--- src/x25519_pkg.sv ---
// ----------------------------------------------------------------------------
// x25519_pkg
// Shared types, field constants and the ladder micro-program.
// ----------------------------------------------------------------------------
package x25519_pkg;

  localparam int WORDS_PER_OPERAND = 4;

  // p = 2^255 - 19
  localparam logic [255:0] P_MOD  = {1'b0, {250{1'b1}}, 5'b01101};
  // 4p, added ahead of a subtraction so the difference stays positive
  localparam logic [257:0] FOUR_P = {P_MOD, 2'b00};
  localparam logic [255:0] A24    = 256'd121666;

  localparam logic [4:0] LADDER_LAST = 5'd17;  // 18 ops per ladder step
  localparam logic [7:0] LADDER_TOP  = 8'd254;
  localparam logic [7:0] EXP_TOP     = 8'd254;

  typedef enum logic [1:0] {
    OP_ADD,
    OP_SUB,
    OP_MUL
  } fop_t;

  typedef enum logic [3:0] {
    S_X1, S_X2, S_Z2, S_X3, S_Z3,
    S_A, S_AA, S_B, S_BB, S_E,
    S_C, S_D, S_DA, S_CB, S_T, S_K
  } slot_t;

  typedef enum logic [1:0] {
    LD_U,
    LD_ONE,
    LD_ZERO,
    LD_A24
  } ld_t;

  typedef struct packed {
    fop_t  op;
    slot_t dst;
    slot_t sa;
    slot_t sb;
  } uop_t;

  typedef struct packed {
    logic       buf_we;
    logic [1:0] buf_idx;
    logic       ld_we;
    ld_t        ld_sel;
    logic       wb_we;
    slot_t      wr_slot;
    logic       rd_en;
    slot_t      rd_a;
    slot_t      rd_b;
    logic       fau_start;
    fop_t       fau_op;
    logic       can_load;
    logic       can_step;
    logic [1:0] out_idx;
    logic [7:0] pos;
  } dp_cmd_t;

  typedef struct packed {
    logic fau_done;
    logic scal_bit;
  } dp_sts_t;

  // One ladder step in unswapped slot names.
  function automatic uop_t ladder_uop(input logic [4:0] idx);
    uop_t u;
    unique case (idx)
      5'd0:    u = '{OP_ADD, S_A,  S_X2, S_Z2};
      5'd1:    u = '{OP_MUL, S_AA, S_A,  S_A};
      5'd2:    u = '{OP_SUB, S_B,  S_X2, S_Z2};
      5'd3:    u = '{OP_MUL, S_BB, S_B,  S_B};
      5'd4:    u = '{OP_SUB, S_E,  S_AA, S_BB};
      5'd5:    u = '{OP_ADD, S_C,  S_X3, S_Z3};
      5'd6:    u = '{OP_SUB, S_D,  S_X3, S_Z3};
      5'd7:    u = '{OP_MUL, S_DA, S_D,  S_A};
      5'd8:    u = '{OP_MUL, S_CB, S_C,  S_B};
      5'd9:    u = '{OP_ADD, S_T,  S_DA, S_CB};
      5'd10:   u = '{OP_MUL, S_X3, S_T,  S_T};
      5'd11:   u = '{OP_SUB, S_T,  S_DA, S_CB};
      5'd12:   u = '{OP_MUL, S_T,  S_T,  S_T};
      5'd13:   u = '{OP_MUL, S_Z3, S_X1, S_T};
      5'd14:   u = '{OP_MUL, S_X2, S_AA, S_BB};
      5'd15:   u = '{OP_MUL, S_T,  S_E,  S_K};
      5'd16:   u = '{OP_ADD, S_T,  S_BB, S_T};
      default: u = '{OP_MUL, S_Z2, S_E,  S_T};
    endcase
    return u;
  endfunction

  // Bits of p-2, all ones above bit 4, then 01011.
  function automatic logic inv_bit(input logic [7:0] e);
    return (e >= 8'd5) || (e == 8'd3) || (e == 8'd1) || (e == 8'd0);
  endfunction

endpackage

--- src/x25519_ctrl.sv ---
// ----------------------------------------------------------------------------
// x25519_ctrl
// Sequencer: word intake, ladder, inversion, reduction and result beats.
// ----------------------------------------------------------------------------
module x25519_ctrl (
  input  logic                 clk,
  input  logic                 rst_n,
  input  logic                 in_valid,
  input  logic                 in_last,
  output logic                 in_ready,
  output logic                 out_valid,
  input  logic                 out_ready,
  output x25519_pkg::dp_cmd_t  cmd,
  input  x25519_pkg::dp_sts_t  sts
);

  typedef enum logic [3:0] {
    ST_IDLE, ST_INIT, ST_NEXT, ST_RD, ST_EX, ST_WT, ST_ADV,
    ST_LDR, ST_CRD, ST_CLD, ST_CS1, ST_CS2, ST_OUT
  } state_t;

  typedef enum logic [1:0] {PH_LAD, PH_SQ, PH_MULZ, PH_FIN} phase_t;

  state_t           st_r;
  phase_t           ph_r;
  logic [1:0]       wc_r;
  logic [2:0]       ic_r;
  logic [4:0]       idx_r;
  logic [7:0]       pos_r;
  logic [7:0]       e_r;
  logic [1:0]       oi_r;
  x25519_pkg::uop_t cur_r;
  x25519_pkg::uop_t uop;

  // conditional swap done by renaming the ladder's working slots
  function automatic x25519_pkg::slot_t remap(input x25519_pkg::slot_t s, input logic sw);
    x25519_pkg::slot_t r;
    r = s;
    if (sw) begin
      unique case (s)
        x25519_pkg::S_X2: r = x25519_pkg::S_X3;
        x25519_pkg::S_X3: r = x25519_pkg::S_X2;
        x25519_pkg::S_Z2: r = x25519_pkg::S_Z3;
        x25519_pkg::S_Z3: r = x25519_pkg::S_Z2;
        default:          r = s;
      endcase
    end
    return r;
  endfunction

  always_comb begin
    x25519_pkg::uop_t lu;
    lu = x25519_pkg::ladder_uop(idx_r);
    unique case (ph_r)
      PH_LAD: uop = '{lu.op, remap(lu.dst, sts.scal_bit), remap(lu.sa, sts.scal_bit),
                      remap(lu.sb, sts.scal_bit)};
      PH_SQ:  uop = '{x25519_pkg::OP_MUL, x25519_pkg::S_A, x25519_pkg::S_A,
                      x25519_pkg::S_A};
      PH_MULZ: uop = '{x25519_pkg::OP_MUL, x25519_pkg::S_A, x25519_pkg::S_A,
                       x25519_pkg::S_Z2};
      default: uop = '{x25519_pkg::OP_MUL, x25519_pkg::S_T, x25519_pkg::S_X2,
                       x25519_pkg::S_A};
    endcase
  end

  always_comb begin
    cmd           = '0;
    cmd.buf_idx   = wc_r;
    cmd.pos       = pos_r;
    cmd.out_idx   = oi_r;
    cmd.fau_op    = cur_r.op;
    cmd.wr_slot   = cur_r.dst;
    in_ready      = 1'b0;
    out_valid     = 1'b0;
    unique case (st_r)
      ST_IDLE: begin
        in_ready   = 1'b1;
        cmd.buf_we = in_valid;
      end
      ST_INIT: begin
        cmd.ld_we = 1'b1;
        unique case (ic_r)
          3'd0: begin cmd.wr_slot = x25519_pkg::S_X1; cmd.ld_sel = x25519_pkg::LD_U;    end
          3'd1: begin cmd.wr_slot = x25519_pkg::S_X2; cmd.ld_sel = x25519_pkg::LD_ONE;  end
          3'd2: begin cmd.wr_slot = x25519_pkg::S_Z2; cmd.ld_sel = x25519_pkg::LD_ZERO; end
          3'd3: begin cmd.wr_slot = x25519_pkg::S_X3; cmd.ld_sel = x25519_pkg::LD_U;    end
          3'd4: begin cmd.wr_slot = x25519_pkg::S_Z3; cmd.ld_sel = x25519_pkg::LD_ONE;  end
          default: begin
            cmd.wr_slot = x25519_pkg::S_K;
            cmd.ld_sel  = x25519_pkg::LD_A24;
          end
        endcase
      end
      ST_LDR: begin
        cmd.ld_we   = 1'b1;
        cmd.wr_slot = x25519_pkg::S_A;
        cmd.ld_sel  = x25519_pkg::LD_ONE;
      end
      ST_RD: begin
        cmd.rd_en = 1'b1;
        cmd.rd_a  = cur_r.sa;
        cmd.rd_b  = cur_r.sb;
      end
      ST_EX:  cmd.fau_start = 1'b1;
      ST_WT:  cmd.wb_we = sts.fau_done;
      ST_CRD: begin
        cmd.rd_en = 1'b1;
        cmd.rd_a  = x25519_pkg::S_T;
        cmd.rd_b  = x25519_pkg::S_T;
      end
      ST_CLD: cmd.can_load = 1'b1;
      ST_CS1, ST_CS2: cmd.can_step = 1'b1;
      ST_OUT: out_valid = 1'b1;
      default: ;
    endcase
  end

  always_ff @(posedge clk) begin
    if (!rst_n) begin
      st_r <= ST_IDLE;
      wc_r <= 2'd0;
      oi_r <= 2'd0;
    end else begin
      unique case (st_r)
        ST_IDLE: begin
          if (in_valid) begin
            if (in_last) begin
              wc_r <= 2'd0;
              ic_r <= 3'd0;
              st_r <= ST_INIT;
            end else begin
              wc_r <= wc_r + 2'd1;
            end
          end
        end
        ST_INIT: begin
          ic_r <= ic_r + 3'd1;
          if (ic_r == 3'd5) begin
            ph_r  <= PH_LAD;
            idx_r <= 5'd0;
            pos_r <= x25519_pkg::LADDER_TOP;
            st_r  <= ST_NEXT;
          end
        end
        ST_NEXT: begin
          cur_r <= uop;
          st_r  <= ST_RD;
        end
        ST_RD: st_r <= ST_EX;
        ST_EX: st_r <= ST_WT;
        ST_WT: if (sts.fau_done) st_r <= ST_ADV;
        ST_ADV: begin
          st_r <= ST_NEXT;
          unique case (ph_r)
            PH_LAD: begin
              if (idx_r == x25519_pkg::LADDER_LAST) begin
                idx_r <= 5'd0;
                if (pos_r == 8'd0) st_r  <= ST_LDR;
                else               pos_r <= pos_r - 8'd1;
              end else begin
                idx_r <= idx_r + 5'd1;
              end
            end
            PH_SQ: begin
              if (x25519_pkg::inv_bit(e_r)) ph_r <= PH_MULZ;
              else if (e_r == 8'd0)         ph_r <= PH_FIN;
              else                          e_r  <= e_r - 8'd1;
            end
            PH_MULZ: begin
              if (e_r == 8'd0) begin
                ph_r <= PH_FIN;
              end else begin
                ph_r <= PH_SQ;
                e_r  <= e_r - 8'd1;
              end
            end
            default: st_r <= ST_CRD;
          endcase
        end
        ST_LDR: begin
          ph_r <= PH_SQ;
          e_r  <= x25519_pkg::EXP_TOP;
          st_r <= ST_NEXT;
        end
        ST_CRD: st_r <= ST_CLD;
        ST_CLD: st_r <= ST_CS1;
        ST_CS1: st_r <= ST_CS2;
        ST_CS2: st_r <= ST_OUT;
        ST_OUT: begin
          if (out_ready) begin
            oi_r <= oi_r + 2'd1;
            if (oi_r == 2'd3) st_r <= ST_IDLE;
          end
        end
        default: st_r <= ST_IDLE;
      endcase
    end
  end

endmodule

--- config.mk ---
export PLATFORM = sky130hd
export DESIGN_NAME = x25519_ctrl
export DESIGN_NICKNAME = d
export VERILOG_FILES = /design/src/x25519_pkg.sv /design/src/x25519_ctrl.sv
export SDC_FILE = /design/constraint.sdc
export NUM_CORES = 1
export LEC_CHECK = 0
export ABC_AREA = 1
export BUFFER_PORTS_ARGS = -buffer_cell sky130_fd_sc_hd__buf_2
export CAP_MARGIN = 20
export CORE_ASPECT_RATIO = 1.25
export CORE_UTILIZATION = 38
export DETAILED_ROUTE_END_ITERATION = 8
export GPL_TIMING_DRIVEN = 0
export SYNTH_ARGS = -nofsm -noshare
export SYNTH_HDL_FRONTEND = slang
export SYNTH_SLANG_ARGS = --single-unit
--- constraint.sdc ---
create_clock -name clk -period 2.45 [get_ports clk]
set_input_delay 0.1225 -clock clk [delete_from_list [all_inputs] [get_ports clk]]
set_output_delay 0.1225 -clock clk [all_outputs]
set_load 0.01 [all_outputs]
# ---- Word level (Yosys, flattened, before mapping)
# Memory sizes are Yosys's and may differ from the RTL's. A register that Yosys moved wholly into a read port is not among the register bits.
# Cells that the tools add are included.
dict set report word_totals {
  input_bits 7
  mem_bits_ro 448
  ff_bits 48
  memories 1
  elab_cells 145
  out_inout_bits 37
}
dict set report classes {
  add_sub_neg 6
  eq_ne 47
  n_lt_le_gt_ge 1
  reduce_logical 25
  mux 53
}
# name depth word_bits rd rd_clocked_by_memory_dff write_ports line
set mem_list {}
lappend mem_list {{(no name shown)} 32 14 1 1 0 x25519_pkg.sv:71} ;# unique case (idx)
# cell n
set op_table {}
lappend op_table {{case mux 4 bit (13 select lines)} 1}
lappend op_table {{2-to-1 mux 8 bit} 6}
lappend op_table {{case mux 4 bit (4 select lines)} 3}
lappend op_table {{case mux 8 bit (2 select lines)} 3}
lappend op_table {{case mux 14 bit (3 select lines)} 1}
lappend op_table {{2-to-1 mux 4 bit} 9}
lappend op_table {{equality test 4 x 2 -> 1 bit (second input constant)} 8}
lappend op_table {{equality test 4 x 3 -> 1 bit (second input constant)} 7}
lappend op_table {{equality test 4 bit (second input constant)} 5}
lappend op_table {{2-to-1 mux 5 bit} 4}
lappend op_table {{case mux 4 bit (5 select lines)} 1}
lappend op_table {{case mux 9 bit (2 select lines)} 1}
lappend op_table {{equality test 4 x 1 -> 1 bit (second input constant)} 4}
lappend op_table {{logical NOT 8 bit} 2}
lappend op_table {{!= test 2 bit (second input constant)} 8}
lappend op_table {{case mux 4 bit (2 select lines)} 2}
lappend op_table {{subtractor 8 x 1 -> 8 bit (second input constant)} 2}
lappend op_table {{2-to-1 mux 3 bit} 4}
lappend op_table {{case mux 2 bit (3 select lines)} 2}
lappend op_table {{case mux 3 bit (2 select lines)} 2}
lappend op_table {{AND reduction 4 bit} 3}
lappend op_table {{AND reduction 6 bit} 2}
lappend op_table {{2-to-1 mux 2 bit} 5}
lappend op_table {{case mux 5 bit (2 select lines)} 1}
lappend op_table {{27 further kinds} 46}

# ---- Longest topological paths before layout
# Gate-level depths: netlist of the first run.
dict set report logic_depth {
  ltp_word 7
  depth_mapped 17
  mapped_depth_nobuf 16
}

# ---- Worst setup path after synthesis of the first run
# OpenSTA, ideal clock, no wires.
dict set report synth_path {
  kind {register -> register}
  start {reg ph_r[0]}
  end {reg pos_r[0] (enable)}
  setup_slack_ns 0.232
  setup_ns 0.385
  required_time_ns 2.065
  n_path_buf 1
  stages_incl_launch_ff 8
  synth_period_minus_slack_ns 2.218
  t_arrival_ns 1.833
  cell_sequence {edfxtp_1 > inv_1 > ha_1 > nand3_1 > nand2_4 > nand2_4 > buf_8 > nor3b_1}
}
dict set report synth_between {
  elab_chain_cells 3
}
# item line
set synth_lines {}
lappend synth_lines {{from (decl)} x25519_ctrl.sv:25} ;# phase_t ph_r;
lappend synth_lines {{from (signal assigned)} x25519_ctrl.sv:139} ;# ph_r <= PH_LAD;
lappend synth_lines {{from (signal assigned)} x25519_ctrl.sv:165} ;# if (x25519_pkg::inv_bit(e_r)) ph_r <= PH_MULZ;
lappend synth_lines {{from (signal assigned)} x25519_ctrl.sv:166} ;# else if (e_r == 8'd0) ph_r <= PH_FIN;
lappend synth_lines {{logical NOT 2 bit} x25519_ctrl.sv:154} ;# unique case (ph_r)
lappend synth_lines {{!= test 2 x 1 -> 1 bit (no source line)} n/a}
lappend synth_lines {{AND reduction 6 bit (no source line)} n/a}
lappend synth_lines {{to (signal assigned)} x25519_ctrl.sv:141} ;# pos_r <= x25519_pkg::LADDER_TOP;
lappend synth_lines {{to (signal assigned)} x25519_ctrl.sv:159} ;# else pos_r <= pos_r - 8'd1;
lappend synth_lines {{to (decl)} x25519_ctrl.sv:29} ;# logic [7:0] pos_r;
# No other way between the ends.
# A chain may end at the register's enable or synchronous reset.

==> results.md, run 1 <==
* Status: completed
* Clk_lat worst skew at 330 ps
* Synth Area per Inst at 7.63 µm²
* Kind of critical path: register to register
* Cts bufs inserted at 9
* Gpl congestion at 0.877
* Reg2reg path depth at 17
* Pins Over Slew Limit at 0
* Worst slack at placement at -99.7 ps
* Ys Warns at 0
* Post-synthesis cell count at 526
* Row cnt at 41
* Synth area leader: edfxtp_1
* Max Buffers Root-to-Sink at 2
* Share of layout cells above drive strength 1 at 19.4%
* Synthesized Nets at 558
* Maximum VDD drop at 0.000361 V
* Total core area at 0.0102 mm²
* Area contributors post-synth: edfxtp_1 (30%), nand2_1 (11%), dfxtp_1 (11%)
* Initial Util at 39.3%
* Initial antenna violation count at 0
* Largest net degree at the start of global routing at 15
* Port buffer count at 43
* Yosys cell types at 40
* Total GRT Usage at 17.5%
* Leakage at 2.32 nW
* Post-DP HPWL at 6710 µm
* Fmax at 0.439 GHz
* Die X at 93.9 µm
* Die Area at 0.0110 mm²
* Antenna fix cells at 0
* Setup TNS at 0 ps
* Post-synth top area share at 29.9%
* CP Capture Type: register
* CTS tree: yes
* Ys flop type: edfxtp_1
* Drt drc at 0
* Starting DRT DRC Count at 103
* WP data arrival at 2510 ps
* CP max FO at 10
* Reg clk slew, reported paths at 50 ps
* Final setup skew at 10.0 ps
* Number of global-route vias before repair at 3351
* Setup violators final at 0
* Fin crit period at 2280 ps
* Synth Register Bits at 62
* Congestion Overflow GR at 0
* Drt first pass iters at 4
* Worst slew pin tran at 1030 ps
* Startpoint Class: register
* DRT Wirelength at 8770 µm
* Number of flops mapped to enable cells by yosys at 40
* Hold Crit Depth at 3
* Area Growth Syn to Fin at 20.8%
* Mapped cell area at 0.00402 mm²
* IO Pins at 44
* Asr flop ratio synth at 0%
* H-tree levels at 3
* Most frequent cells after synthesis: nand2_1 (119), inv_1 (74), nor2_1 (64)
* First-pass GRT wire length at 15100 µm
* Fin. Hold Viols at 0
* Number of max-cap violations at 0
* Drt wl/cell at 12.1 µm
* Fin worst setup slack at 171 ps
* Routed Antenna Nets at 0
* Max-Slew Margin vs Limit at 31.0%
* Die Height at 117 µm
* Number of fill cells at 1010
* Top-count cell post-synth: nand2_1
* Root buffer cell: clkbuf_16
* Sequential area share after synthesis at 40.9%
* Worst EP required at 2680 ps
* Worst Hold Class: input port to register
* Power Dens Cells at 692 mW/mm²
* Period utilisation layout at 93.0%
* Vias/cell at 4.83
* Clk sinks at 62
* Nets at 624
* Via Count at 3507
==> kinds of logic after synthesis <==
logic type	after synthesis	share of synthesized area, %
AO/OA/AOI/OAI	60	8.82
AND/OR/NAND/NOR	283	31.6
XOR/XNOR	7	1.53
buffers and inverters	89	9.35
flip-flops	62	40.9
adder cells (fa/ha/maj)	25	7.79
==> area by class of cell <==
cell class                 count  area, µm²  share of cell area, %
tap                          129        161                   3.33
clock buffer                   9        225                   4.64
inverter                      80        303                   6.24
timing repair buffer          55        300                   6.19
clock inverter                 7        123                   2.53
sequential                    62       1640                   33.8
multi-input combinational    375       2020                   41.7
buffer                         9       72.6                   1.50
==> layer usage <==
layer | wire length, µm | vias to the layer above | track usage [%]
met4 | 197 | 0 | 9.03
met1 | 3900 | 1572 | 20.5
met5 | 0 | - | 0
met2 | 4430 | 62 | 30.9
li1 | - | 1855 | -
met3 | 247 | 18 | 3.04
==> per-stage QoR <==
step / cells / cell area [µm²] / util (%) / hold slack (ps) / power, mW
3_5_place_dp: 700 / 4400 / 43.1 / 378 / 1.88
2_1_floorplan: 526 / 4020 / - / 220 / 1.72
3_3_place_gp: 698 / 4390 / 43.0 / 381 / 1.87
6_report: 726 / 4850 / 47.5 / 53.2 / 3.36
5_1_grt: 726 / 4850 / 47.5 / 69.6 / 3.52
4_1_cts: 718 / 4780 / 46.8 / 36.7 / 3.36
==> placed cells by master, fill, tap and decap left out, types with 2 or more instances in the layout <==
cell type and instances:
o211ai_1 4, nand3_1 60, inv_1 72, edfxtp_1 40
nand3_2 2, buf_6 2, nand4_1 6, clkbuf_1 2
nor3b_2 2, nor2_2 3, nand2_2 10, dfxtp_1 22
clkinv_4 2, o21ai_1 3, clkbuf_16 9, bufinv_16 3
or2_2 2, a21oi_1 15, xnor2_1 2, nand2_1 115
ha_1 25, nor4_1 2, buf_2 46, a31oi_1 4
o21ai_0 24, nor2_4 2, a21oi_2 2, inv_2 7
nand2_4 4, xor2_1 5, a211oi_1 4, nor3_1 7
buf_4 13, clkinvlp_4 2, nor2_1 64
==> where the power goes <==
part	total (mW)	internal (mW)	switching (mW)
Sequential	1.24	1.20	0.0466
Clock	1.46	0.995	0.468
Combinational	0.649	0.231	0.418
Total	3.36	2.42	0.933
==> worst max-delay path: stages (launching register included) <==
cell	delay, ps
edfxtp_1	380
inv_1	90
ha_1	170
nand2_1	90
nand3_1	110
nand2_1	100
inv_4	90
nand2_4	50
buf_8	140
nand2_1	70
nand2_2	100
ha_1	330
inv_1	80
nand3_2	110
nand3_1	100
nand2_1	50
nand2_1	60
nand2_1	40
==> repair_timing <==
| item | CTS | global route |
|---|---|---|
| gates resized for setup | 3 | 7 |
| gates cloned | 0 | 0 |
| pin swaps | 0 | 1 |
| setup buffers | 2 | 8 |
| endpoints found under the setup margin | 10 | 11 |
| hold buffers | 0 | 0 |
==> worst paths after layout <==
path / start / end / slack [ps]
max: ic_r[1] / register / 170
max reg2reg: ic_r[1] / register / 170
min reg2reg: oi_r[1] / oi_r[1] / 490
min: rst_n / st_r[3] / 50
(Power assumes the default switching activity.)
==> run 2: changes to the inputs <==
--- a/config.mk
+++ b/config.mk
@@ -12,6 +12,8 @@
 export CORE_UTILIZATION = 38
 export DETAILED_ROUTE_END_ITERATION = 8
 export GPL_TIMING_DRIVEN = 0
+export MAX_ROUTING_LAYER = met4
+export SKIP_LAST_GASP = 1
 export SYNTH_ARGS = -nofsm -noshare
 export SYNTH_HDL_FRONTEND = slang
 export SYNTH_SLANG_ARGS = --single-unit
==> results.md, run 2 (synthesis gave the netlist of run 1 again) <==
* Die X at 93.9 µm (unchanged)
* Period utilisation layout at 93.6% (was 93.0%)
* Pwr Total at 3.36 mW (about the same)
* Placed Cells at 700 (unchanged)
* Max Buffers Root-to-Sink at 2 (unchanged)
* Worst-path cell chain: inv_1 > ha_1 > or2_2 > and3_1 > nand4_1 > nand3_1 > nand2_1 > nor3_2 > buf_2 (was inv_1 > ha_1 > nand2_1 > nand3_1 > nand2_1 > inv_4 > nand2_4 > buf_8 > nand2_1 > nand2_2 > ha_1 > inv_1 > nand3_2 > nand3_1 > nand2_1 > nand2_1 > nand2_1)
* Initial antenna violation count at 0 (unchanged)
* Hold Crit Depth at 3 (unchanged)
* Worst Hold Class: input port to register (unchanged)
* H-tree levels at 3 (unchanged)
* Leakage at 2.33 nW (was 2.32 nW)
* Commonest non-fill, non-tap cells in the layout: nand2_1 (115), inv_1 (72), nor2_1 (64) (unchanged)
* Clk_lat worst skew at 330 ps (about the same)
* Hold Crit Endpoint: st_r[3] (unchanged)
* Die Area at 0.0110 mm² (unchanged)
* Reg2reg path depth at 9 (was 17)
* Root buffer cell: clkbuf_16 (unchanged)
* CTS tree: yes (unchanged)
* Most common cell after layout, fill and taps aside: nand2_1 (unchanged)
* Worst reg2reg endpoint: e_r[7]
* Share of layout cells above drive strength 1 at 19.6% (was 19.4%)
* First-pass GRT wire length at 15100 µm (about the same)
* Final core occ at 47.6% (was 47.5%)
* Max-Slew Margin vs Limit at 30.0% (was 31.0%)
* Total GRT Usage at 18.1% (was 17.5%)
* Kind of critical path: register to register (unchanged)
* Via Count at 3524 (was 3507)
* Cts bufs inserted at 9 (unchanged)
* Pins Over Slew Limit at 0 (unchanged)
* Congestion Overflow GR at 0 (unchanged)
* Critical Path Max Stage Delay at 450 ps (was 380 ps)
* Clk sinks at 62 (unchanged)
* Area Growth Syn to Fin at 21.0% (was 20.8%)
* Vias/cell at 4.85 (was 4.83)
* Routed Antenna Nets at 0 (unchanged)
* Port buffer count at 43 (unchanged)
* Largest net degree at the start of global routing at 15 (unchanged)
* Worst EP required at 2490 ps (was 2680 ps)
* R2R Setup Slk at 160 ps (was 170 ps)
* Status: completed (unchanged)
* Metal3 WL at 265 µm (was 247 µm)
* Die Height at 117 µm (unchanged)
* IO Pins at 44 (unchanged)
* Fmax at 0.436 GHz (was 0.439 GHz)
* Drt drc at 0 (unchanged)
* Highest metal used: met4 (unchanged)
* Maximum VDD drop at 0.000362 V (was 0.000361 V)
* Post-DP HPWL at 6710 µm (unchanged)
* Slowest CP cell: edfxtp_1 (unchanged)
* Initial Util at 39.3% (unchanged)
* DRT Wirelength at 8870 µm (was 8770 µm)
* Drt first pass iters at 5 (was 4)
* Fin crit period at 2290 ps (was 2280 ps)
* Drt wl/cell at 12.2 µm (was 12.1 µm)
* Setup violators final at 0 (unchanged)
* Final setup skew at 8.91 ps (was 10.0 ps)
* Row cnt at 41 (unchanged)
* Startpoint Class: register (unchanged)
* DR WL met2 at 4470 µm (was 4430 µm)
* WP data arrival at 2330 ps (was 2510 ps)
* Total core area at 0.0102 mm² (unchanged)
* Number of global-route vias before repair at 3345 (was 3351)
* Reg-to-Reg Start: e_r[0] (was ic_r[1])
* Starting DRT DRC Count at 122 (was 103)
* Fin. Hold Viols at 0 (unchanged)
* Nets at 625 (was 624)
* Post-Layout Cell Count at 727 (was 726)
* Antenna fix cells at 0 (unchanged)
* Reg clk slew, reported paths at 50 ps (about the same)
* Hold_sp: rst_n (unchanged)
* Number of fill cells at 1010 (unchanged)
* Worst slew pin tran at 1050 ps (was 1030 ps)
* Number of max-cap violations at 0 (unchanged)
* Gpl congestion at 0.891 (was 0.877)
* Hold Slack at 52.8 ps (was 53.2 ps)
* CP Capture Type: register (unchanged)
* CP max FO at 5 (was 10)
* Power Dens Cells at 692 mW/mm² (about the same)
* Metal1 wirelength at 3960 µm (was 3900 µm)
## run 2: cell count changes in the layout (fill, tap and decap cells not counted)
cell and delta:
buf_4 +1
## run 2: final cells by class
cell class              instances  area [µm²]  share of cell area [%]
plain buffers                   9        72.6                    1.49
clock buffers                   9         225                    4.64
clock inverters                 7         123                    2.52
inverters                      80         303                    6.23
multi-input cells             375        2020                    41.7
flip-flops and latches         62        1640                    33.8
well taps                     129         161                    3.32
repair buffers                 56         308                    6.34
## run 2: through the flow
| step | setup WS [ps] | setup TNS, ps | cell area (µm²) |
|---|---|---|---|
| finish | 158 | 0 | 4860 |
| CTS | 15.7 | 0 | 4780 |
| global placement | -232 | -3350 | 4390 |
| detailed placement | -99.7 | -774 | 4400 |
| floorplan | 232 | 0 | 4020 |
| global route | -15.4 | -30.0 | 4860 |
## run 2: worst max path at each step
stage,startpoint,endpoint
2_1_floorplan,ph_r[0],pos_r[0]
3_3_place_gp,ic_r[1],pos_r[6]
3_5_place_dp,e_r[0],e_r[5]
4_1_cts,ph_r[0],register
5_1_grt,ic_r[1],register
6_report,e_r[0],e_r[7]
## run 2: power by group
group | internal [mW] | leakage [nW] | switching, mW
logic | 0.232 | 1.64 | 0.420
registers | 1.20 | 0.525 | 0.0471
clock network | 0.995 | 0.162 | 0.469
## run 2: per-layer routing
metal	up-vias	GRT usage, %
li1	1855	-
met5	-	-
met3	16	3.04
met1	1586	20.4
met2	67	30.9
met4	0	9.03
## run 2: timing repair
item | in CTS | in global routing
endpoints found under the hold margin | 0 | 0
hold buffers | 0 | 0
setup buffers | 2 | 9
pin swaps | 0 | 1
gates resized for setup | 3 | 7
endpoints found under the setup margin | 10 | 11
## run 2: worst max-delay path, delay by kind of cell (launching register included)
kind	cells	cell delay (ps)
adder cells (fa/ha/maj)	1	220
buffers and inverters	2	380
flip-flops	1	450
AND/OR/NAND/NOR	6	940
